[src/rtl/ildl_pkg.sv]
package ildl_pkg;

    // Field widths of the request and response words.
    localparam int ACTION_W = 2;
    localparam int POS_W    = 7;
    localparam int VALUE_W  = 32;
    localparam int STATUS_W = 2;
    localparam int COUNT_W  = 7;

    // Default list geometry.
    localparam int DEPTH_DEF = 64;
    localparam int WIDTH_DEF = 32;

    // Request kinds. Code 3 has no meaning and is refused.
    typedef enum logic [ACTION_W-1:0] {
        ACT_INSERT = 2'd0,
        ACT_REMOVE = 2'd1,
        ACT_READ   = 2'd2
    } t_action;

    // Response status codes.
    typedef enum logic [STATUS_W-1:0] {
        ST_DONE  = 2'd0,
        ST_RANGE = 2'd1,
        ST_FULL  = 2'd2
    } t_status;

    // Operation broadcast to every cell. At most one flag is set, and only
    // for a request that has passed its range and full checks.
    typedef struct packed {
        logic ins;
        logic rem;
        logic rd;
    } t_cell_op;

endpackage

[src/rtl/ildl_cell.sv]
module ildl_cell #(
    parameter int WIDTH = 32,
    parameter int IDX   = 0
) (
    input  logic                         i_clk,
    input  logic                         i_accept,
    input  ildl_pkg::t_cell_op           i_op,
    input  logic [ildl_pkg::POS_W-1:0]   i_pos,
    input  logic [WIDTH-1:0]             i_new,
    input  logic [WIDTH-1:0]             i_prev,
    input  logic [WIDTH-1:0]             i_next,
    output logic [WIDTH-1:0]             o_entry,
    output logic [WIDTH-1:0]             o_tap
);
    import ildl_pkg::*;

    logic [WIDTH-1:0] r_entry;
    logic [WIDTH-1:0] n_entry;
    logic [WIDTH-1:0] r_tap;
    logic             w_here;
    logic             w_above;

    // Where this cell sits relative to the requested position.
    assign w_here  = (32'(i_pos) == 32'(IDX));
    assign w_above = (32'(IDX) > 32'(i_pos));

    // An insert opens a gap at the position and moves later words up; a
    // remove closes the gap by pulling later words down.
    always_comb begin
        n_entry = r_entry;
        if (i_op.ins) begin
            if (w_here) begin
                n_entry = i_new;
            end else if (w_above) begin
                n_entry = i_prev;
            end
        end else if (i_op.rem) begin
            if (w_here || w_above) begin
                n_entry = i_next;
            end
        end
    end

    // The entry word and the read tap change only when a word is accepted.
    always_ff @(posedge i_clk) begin
        if (i_accept) begin
            r_entry <= n_entry;
            r_tap   <= (i_op.rd && w_here) ? r_entry : '0;
        end
    end

    assign o_entry = r_entry;
    assign o_tap   = r_tap;

endmodule

[config.mk]
export PLATFORM = sky130hd
export DESIGN_NAME = ildl_cell
export DESIGN_NICKNAME = d
export VERILOG_FILES = /design/src/rtl/ildl_pkg.sv /design/src/rtl/ildl_cell.sv
export SDC_FILE = /design/constraint.sdc
export NUM_CORES = 1
export LEC_CHECK = 0
export BUFFER_PORTS_ARGS = -buffer_cell sky130_fd_sc_hd__buf_4
export CAP_MARGIN = 20
export CORE_ASPECT_RATIO = 0.7
export CORE_UTILIZATION = 48
export CTS_BUF_LIST = sky130_fd_sc_hd__clkbuf_8
export CTS_CLUSTER_DIAMETER = 150
export DETAILED_ROUTE_END_ITERATION = 6
export PLACE_DENSITY = 0.87
export SLEW_MARGIN = 10
export SYNTH_ARGS = -nofsm -noshare
export SYNTH_HDL_FRONTEND = slang
export SYNTH_SLANG_ARGS = --single-unit
[constraint.sdc]
create_clock -name i_clk -period 8.4 [get_ports i_clk]
set_input_delay 0.84 -clock i_clk [delete_from_list [all_inputs] [get_ports i_clk]]
set_output_delay 0.84 -clock i_clk [all_outputs]
set_load 0.01 [all_outputs]
==> implementation parameters, run 1 <==
Parameter                              Value

Floorplan
  Row Count ... 23
  Core Area ... 5756 um^2
  I/O pins ... approximately 170
  Die Y-Extent ... around 67 um
  Die area ... 6306 um^2
  Chip width ... 94.49 um
  Starting Density ... 0.4993

Synth
  Total nets after synthesis ... roughly 290
  Synth top area cells ... sky130_fd_sc_hd__edfxtp_1, sky130_fd_sc_hd__mux2_2, sky130_fd_sc_hd__nor3_2
  Post-synthesis cell area ... 2874 um^2
  Top cell type by total area after synthesis ... sky130_fd_sc_hd__edfxtp_1
  Number of standard cells after synthesis ... 177
  Proportion of synthesized chip area in sequential cells ... 0.6687
  Number of unique standard cell types used by synthesis ... 16
  Number of synthesized register bits ... between 60 and 70
  Share of the synthesized area in the top cell type ... 0.6687
  Number of warnings issued by yosys ... 0
  Mean post-synth cell area ... about 16 um^2

Drt
  Final antenna-violating net count ... 0
  DR vias ... 1,898
  Number of violations reported at the end of detailed-routing iteration 0 ... 90
  Vias per std cell ... 4.781
  Remaining routing DRC violations ... 0
  First-pass detailed-route iteration total ... 4
  Total detailed-routing wirelength ... between 5000 and 6000 um
  Routed length per instance ... 14.94 um

Status
  Outcome ... complete, no violations

Placed design
  Placed wire-length estimate after detailed placement ... a little over 4000 um
  Final weighted congestion in routability-driven placement ... approximately 0.70
  Total of buffers placed on input and output ports ... 139
  Post-Place Cells ... 380

Worst setup path
  Arrival time worst endpoint ... 2470 ps
  Worst Path Class, Setup ... input port to flop
  Critical Path RT ... 8390 ps
  Kind of start point of the critical path ... input port
  Capturing element type of the critical path ... flop
  Largest fanout of any net on the critical path ... 33

Timing
  Count of endpoints failing setup in the final report ... 0
  Setup TNS ... 0 ps
  Setup repair after global routing missed its margin ... false
  Least-Margin Pin Slew ... 585.8 ps
  Number of hold violations in the final report ... 0
  Min cycle time layout ... 2483 ps
  Worst slew margin relative to its limit ... 0.6095
  Number of max-slew violations in the final report ... 0
  Worst clock skew ... 8.859 ps
  Max Clk Rate ... just over 400 MHz
  Share of the cycle needed by the critical path after routing ... 0.2956

Cells and area
  Number of inserted diodes ... 0
  Non-filler instance count after layout ... 397
  Ratio of cells with drive above 1 in the final layout ... 0.6832
  Area delta synth->final ... 44.23%
  Fill cell total of the finished layout ... 406
  Nets@finish ... 425

CTS
  Number of buffers added by the clock tree synthesis step ... 9
  Number of levels the H-tree was split into ... 3
  Clock Tree Root ... sky130_fd_sc_hd__clkbuf_8
  Clock tree buffer depth ... 2
  Number of clock sinks ... 64
  Source-to-sink clock delay at the later pin of the worst-skew pair ... 340 ps
  Number of instances resized during post-cts repair ... 0
  Clock input transition at the sequential cells of the worst setup and hold paths ... roughly 70 ps
  Buffers inserted by post-CTS timing repair ... 0
  Clock tree from TritonCTS ... yes
  CTS Hold Bufs ... 0

Power
  Total net switching power ... 0.1404 mW
  IR drop worst, VDD ... 0.0001103 V
  Areal power density over the cells ... 169.1 nW/um^2
  Logic pwr share ... 0.088
  Sequential share of power ... 0.511
  Leakage power of the design ... between 1.5 and 2 nW
  Cell Int Power ... 0.5603 mW
  Switch share ... 0.2004
  Portion of total power attributed to the clock network ... 0.401

Global routing
  Pin count of the biggest net entering global routing ... 34
  Global-route wire length before repair ... 8928 um
  Overall global routing resource usage ... 0.1997
  Number of global-route vias before repair ... 1,852
  Initial antenna violation count ... 0
  Remaining global-route overflow ... 0

Hold path
  Type of the worst min-delay path ... flop to flop

Job
  MaxCap Viol Count ... 0
-- sequential cells by signal, indices dropped and copies added (netlist names) --
register  flops
o_tap        32
o_entry      32
-- cell type report --
| type | count | area, um^2 | share of cell area |
|---|---|---|---|
| well taps | 75 | 93.84 | 0.02264 |
| clock inverters | 7 | 88.84 | 0.02143 |
| flip-flops and latches | 64 | 1922 | 0.4636 |
| clock buffers | 9 | 123.9 | 0.02988 |
| multi-input cells | 69 | 725.7 | 0.1751 |
| repair buffers | 141 | 1071 | 0.2584 |
| inverters | 32 | 120.1 | 0.02898 |
-- synthesized netlist by cell type --
library cell / n
sky130_fd_sc_hd__buf_8: 1
sky130_fd_sc_hd__mux2_2: 32
sky130_fd_sc_hd__edfxtp_1: 64
sky130_fd_sc_hd__inv_1: 32
sky130_fd_sc_hd__buf_12: 2
sky130_fd_sc_hd__o21ai_0: 1
sky130_fd_sc_hd__nor3_4: 2
sky130_fd_sc_hd__or4_4: 1
sky130_fd_sc_hd__buf_4: 3
sky130_fd_sc_hd__or4b_1: 1
sky130_fd_sc_hd__buf_2: 3
sky130_fd_sc_hd__nor3_1: 3
sky130_fd_sc_hd__nor3_2: 28
sky130_fd_sc_hd__buf_6: 1
sky130_fd_sc_hd__clkbuf_1: 2
sky130_fd_sc_hd__or3_1: 1
-- metal layers --
layer	vias up	share of wire	GRT usage
li1	908	-	-
met1	898	0.39	0.2226
met2	81	0.52	0.3333
met3	11	0.083	0.08333
met4	0	0.016	0.09659
met5	-	0	0
-- worst max-delay path, stage by stage --
cell and delay, ps:
sky130_fd_sc_hd__buf_4 110, sky130_fd_sc_hd__or4_4 800, sky130_fd_sc_hd__nor3_2 270, sky130_fd_sc_hd__buf_4 420
-- power by group through the flow --
stage | clock, mW | sequential [mW] | combinational (mW)
6_report | 0.281 | 0.358 | 0.0619
2_1_floorplan | 0 | 0.368 | 0.0219
4_1_cts | 0.289 | 0.358 | 0.0620
3_3_place_gp | 0 | 0.365 | 0.0598
3_5_place_dp | 0 | 0.365 | 0.0617
5_1_grt | 0.301 | 0.358 | 0.0666
-- worst paths after layout --
check / startpoint / to / slack [ps] / cells past startpoint
worst min register to register: o_entry[0] / o_tap[0] / 650 / 2
worst min-delay path: o_entry[0] / o_tap[0] / 650 / 2
worst max register to register: o_entry[29] / o_tap[29] / 7570 / 2
worst max-delay path: i_pos[2] / o_entry[8] / 5920 / 4
-- logic make-up after synthesis --
family | synth area share
muxes | 0.1254
and+or+nand+nor | 0.1236
buffers and inverters | 0.08054
DFF | 0.6687
AOI/OAI and AO/OA | 0.001740
-- stage by stage --
| step | setup slack [ps] | cell area [um^2] | hold slack [ps] | power (mW) | util |
|---|---|---|---|---|---|
| after global routing | 5879 | 4145 | 690.0 | 0.7257 | 0.7202 |
| after CTS | 5917 | 4125 | 656.3 | 0.7093 | 0.7167 |
| after global placement | 5599 | 3913 | 638.5 | 0.4245 | 0.6798 |
| after floorplan | 4178 | 2874 | 698.2 | 0.3895 | - |
| final | 5917 | 4145 | 653.5 | 0.7008 | 0.7202 |
| after detailed placement | 5552 | 3913 | 641.8 | 0.4267 | 0.6798 |
-- cell usage in the layout (no fill, tap or decap) --
| cell | synthesis | layout |
|---|---|---|
| sky130_fd_sc_hd__buf_12 | 2 | 1 |
| sky130_fd_sc_hd__buf_4 | 3 | 140 |
| sky130_fd_sc_hd__bufinv_16 | 0 | 2 |
| sky130_fd_sc_hd__clkbuf_8 | 0 | 9 |
| sky130_fd_sc_hd__clkinv_2 | 0 | 1 |
| sky130_fd_sc_hd__clkinv_4 | 0 | 1 |
| sky130_fd_sc_hd__clkinvlp_4 | 0 | 1 |
| sky130_fd_sc_hd__edfxtp_1 | 64 | 64 |
| sky130_fd_sc_hd__inv_1 | 32 | 34 |
| sky130_fd_sc_hd__mux2_2 | 32 | 32 |
| sky130_fd_sc_hd__nor3_1 | 3 | 2 |
| sky130_fd_sc_hd__nor3_2 | 28 | 29 |
| sky130_fd_sc_hd__nor3_4 | 2 | 2 |
| sky130_fd_sc_hd__o21ai_0 | 1 | 1 |
| sky130_fd_sc_hd__or3_1 | 1 | 1 |
| sky130_fd_sc_hd__or4_4 | 1 | 1 |
| sky130_fd_sc_hd__or4b_2 | 0 | 1 |
Power figures use the tool's default switching activity.
==> run 2, diff against run 1 <==
--- a/config.mk
+++ b/config.mk
@@ -5,14 +5,15 @@
 export SDC_FILE = /design/constraint.sdc
 export NUM_CORES = 1
 export LEC_CHECK = 0
+export ABC_AREA = 1
 export BUFFER_PORTS_ARGS = -buffer_cell sky130_fd_sc_hd__buf_4
 export CAP_MARGIN = 20
 export CORE_ASPECT_RATIO = 0.7
-export CORE_UTILIZATION = 48
+export CORE_UTILIZATION = 44
 export CTS_BUF_LIST = sky130_fd_sc_hd__clkbuf_8
 export CTS_CLUSTER_DIAMETER = 150
 export DETAILED_ROUTE_END_ITERATION = 6
-export PLACE_DENSITY = 0.87
+export PLACE_DENSITY = 0.82
 export SLEW_MARGIN = 10
 export SYNTH_ARGS = -nofsm -noshare
 export SYNTH_HDL_FRONTEND = slang
==> constraint.sdc (replaced) <==
create_clock -name i_clk -period 2.32 [get_ports i_clk]
set_input_delay 0.232 -clock i_clk [delete_from_list [all_inputs] [get_ports i_clk]]
set_output_delay 0.232 -clock i_clk [all_outputs]
set_load 0.01 [all_outputs]
==> run 2 against run 1 <==
Against the previous run: non-clock buffer count up 1; critical path depth stayed put; first-iteration DRC count fell by 59%; final cell count grew 2.8%; core utilization fell by 2.8 points; largest cell class unchanged; highest routed layer unchanged.
==> implementation parameters, run 2 <==
Parameter                              Value

Worst setup path
  Worst-path cell with the longest stage delay ... sky130_fd_sc_hd__buf_4
  Critical R2R Capture ... o_tap[14]
  Startpoint of the worst-slack reg-to-reg timing path ... o_entry[14]
  Arrival time worst endpoint ... approximately 1200 ps
  Setup slack on the worst flop-to-flop path ... 1500 ps
  Capturing element type of the critical path ... flop
  Depth of the worst register-to-register path ... 2
  Worst setup path startpoint ... i_op[2]
  Kind of start point of the critical path ... input port
  Most frequent cell on the critical path ... sky130_fd_sc_hd__buf_4
  Worst Path Class, Setup ... input port to flop
  Ordered cell list for the critical path ... buf_4 > o21ai_0 > nor2_4 > buf_4
  Maximum single-stage delay on the critical path ... 380 ps
  Critical Path End ... o_entry[15]
  Largest fanout of any net on the critical path ... 32
  Critical Path RT ... 2300 ps

Synth
  Post-synthesis cell area ... 2781 um^2
  Number of unique standard cell types used by synthesis ... 11
  Async S/R FF share, synth ... 0
  Dominant register cell in the synthesized netlist ... sky130_fd_sc_hd__edfxtp_1
  Most numerous cell in the Yosys netlist ... sky130_fd_sc_hd__edfxtp_1
  List of most frequent post-synthesis cells ... sky130_fd_sc_hd__edfxtp_1, sky130_fd_sc_hd__inv_1, sky130_fd_sc_hd__nor2_2
  Proportion of synthesized chip area in sequential cells ... 0.6910
  Number of warnings issued by yosys ... 0
  Total nets after synthesis ... 290
  EDFF count, synth ... 64
  Share of the synthesized area in the top cell type ... 0.6910
  Synth top area cells ... sky130_fd_sc_hd__edfxtp_1, sky130_fd_sc_hd__mux2_2, sky130_fd_sc_hd__nor2_2
  Top cell type by total area after synthesis ... sky130_fd_sc_hd__edfxtp_1
  Number of synthesized register bits ... 64
  Number of standard cells after synthesis ... about 180
  Mean post-synth cell area ... ~15 um^2

Global routing
  Global-route wire length before repair ... 8776 um
  Overall global routing resource usage ... 0.1811
  Pin count of the biggest net entering global routing ... 33
  Number of global-route vias before repair ... 1,831
  Initial antenna violation count ... 0
  Remaining global-route overflow ... 0

Cells and area
  Ratio of cells with drive above 1 in the final layout ... 0.6667
  Post-route cell area ... 4081 um^2
  Number of inserted diodes ... 0
  Highest-count cells in the layout ignoring fill and taps ... sky130_fd_sc_hd__buf_4, sky130_fd_sc_hd__edfxtp_1, sky130_fd_sc_hd__inv_1
  Most common cell after layout, fill and taps aside ... sky130_fd_sc_hd__buf_4
  Non-filler instance count after layout ... 408
  Area delta synth->final ... 46.74%
  Nets@finish ... between 400 and 500

Timing
  Least-Margin Pin Slew ... 615.3 ps
  Count of endpoints failing setup in the final report ... 0
  Max Clk Rate ... around 830 MHz
  Worst slew margin relative to its limit ... 0.5898
  Share of the cycle needed by the critical path after routing ... 0.5176
  Number of hold violations in the final report ... 0
  Number of max-slew violations in the final report ... 0
  Setup repair after global routing missed its margin ... false
  Setup TNS ... 0 ps
  Worst clock skew ... 6.185 ps
  Min cycle time layout ... 1201 ps

CTS
  Clock Tree Root ... sky130_fd_sc_hd__clkbuf_8
  CTS Hold Bufs ... 0
  Number of instances resized during post-cts repair ... 0
  Clock tree buffer depth ... 2
  Number of clock sinks ... 64
  Source-to-sink clock delay at the later pin of the worst-skew pair ... ~330 ps
  Clock tree from TritonCTS ... yes
  Buffers inserted by post-CTS timing repair ... 0
  Clock input transition at the sequential cells of the worst setup and hold paths ... 70 ps
  Number of buffers added by the clock tree synthesis step ... 9
  Number of levels the H-tree was split into ... 3

Power
  Switch share ... 0.1953
  Total net switching power ... 0.4931 mW
  Sequential share of power ... 0.513
  IR drop worst, VDD ... 0.0003471 V
  Leakage power of the design ... between 1.5 and 2 nW
  Overall power after layout ... 2.525 mW
  Areal power density over the cells ... 618.6 nW/um^2
  Cell Int Power ... 2.031 mW
  Portion of total power attributed to the clock network ... 0.400
  Logic pwr share ... 0.087

Drt
  First-pass detailed-route iteration total ... 4
  Remaining routing DRC violations ... 0
  DR vias ... 1,815
  Total detailed-routing wirelength ... 5662 um
  Number of violations reported at the end of detailed-routing iteration 0 ... 37
  Routed length per instance ... ~14 um
  Final antenna-violating net count ... 0
  Vias per std cell ... 4.449

Floorplan
  Chip width ... about 97 um
  Starting Density ... 0.4715
  Row Count ... 23
  Die Y-Extent ... about 69 um
  I/O pins ... 172
  Die area ... roughly 6600 um^2
  Core Area ... between 5000 and 6000 um^2

Status
  Outcome ... complete, no violations

Placed design
  Final weighted congestion in routability-driven placement ... around 0.7
  Total of buffers placed on input and output ports ... 139
  Post-Place Cells ... 392
  Placed Area ... 3870 um^2
  Placed wire-length estimate after detailed placement ... between 4000 and 5000 um

Hold path
  Type of the worst min-delay path ... input port to flop

Job
  MaxCap Viol Count ... 0
## run 2: cell types whose count changed after synthesis, moves of 4 or more
cell / before / now
sky130_fd_sc_hd__nor3_2: 28 / 0
sky130_fd_sc_hd__nor2_2: 0 / 30
sky130_fd_sc_hd__mux2_2: 32 / 27
sky130_fd_sc_hd__nand2_1: 0 / 4
sky130_fd_sc_hd__mux2_4: 0 / 5
sky130_fd_sc_hd__inv_1: 32 / 38
sky130_fd_sc_hd__buf_6: 1 / 7
## run 2: critical path, delay by kind of cell
family / cells / cell delay (ps)
buffers and inverters: 2 / 610
AND/OR/NAND/NOR: 1 / 130
AO/OA/AOI/OAI: 1 / 200
## run 2: how the worst min path moves through the flow
stage                     startpoint     endpoint  slack, ps  cells after the start
after global routing      i_next[21]  o_entry[21]        180                      2
after floorplan             i_accept     o_tap[0]        340                      0
after CTS                   i_new[7]   o_entry[7]        180                      2
final                      i_next[7]   o_entry[7]        200                      2
after global placement     i_new[21]  o_entry[21]        530                      2
after detailed placement   i_next[8]   o_entry[8]        540                      2
## run 2: power groups by stage
stage	clock network (mW)	registers, mW	logic (mW)
floorplan	0	1.33	0.0739
global placement	0	1.32	0.215
detailed placement	0	1.32	0.222
CTS	1.04	1.30	0.223
global route	1.08	1.30	0.237
finish	1.01	1.30	0.219
## run 2: area by class of cell
type / instances / area [um^2]
Clock buffer: 9 / 123.9
Fill cell: 446 / 1818
Multi-Input combinational cell: 73 / 645.6
Tap cell: 75 / 93.84
Clock inverter: 7 / 87.58
Timing Repair Buffer: 142 / 1066
Sequential cell: 64 / 1922
Inverter: 38 / 142.6
## run 2: logic make-up after synthesis
logic type / count (synthesis) / synth area share
buffers and inverters: 45 / 0.07962
DFF: 64 / 0.6910
AOI/OAI and AO/OA: 1 / 0.001798
muxes: 32 / 0.1363
and+or+nand+nor: 40 / 0.09132
## run 2: through the flow
| stage | setup WS [ps] | hold WS [ps] | util |
|---|---|---|---|
| 2_1_floorplan | 457.4 | 344.5 | - |
| 3_3_place_gp | 775.1 | 534.9 | 0.6560 |
| 3_5_place_dp | 722.2 | 537.1 | 0.6560 |
| 4_1_cts | 1094 | 175.4 | 0.6918 |
| 5_1_grt | 1040 | 179.1 | 0.6918 |
| 6_report | 1119 | 196.9 | 0.6918 |
## run 2: routing by layer
metal,GRT usage,part of all wire
met1,0.1871,0.37
met2,0.3442,0.55
met3,0.06452,0.066
met4,0.07836,0.015
met5,0,0
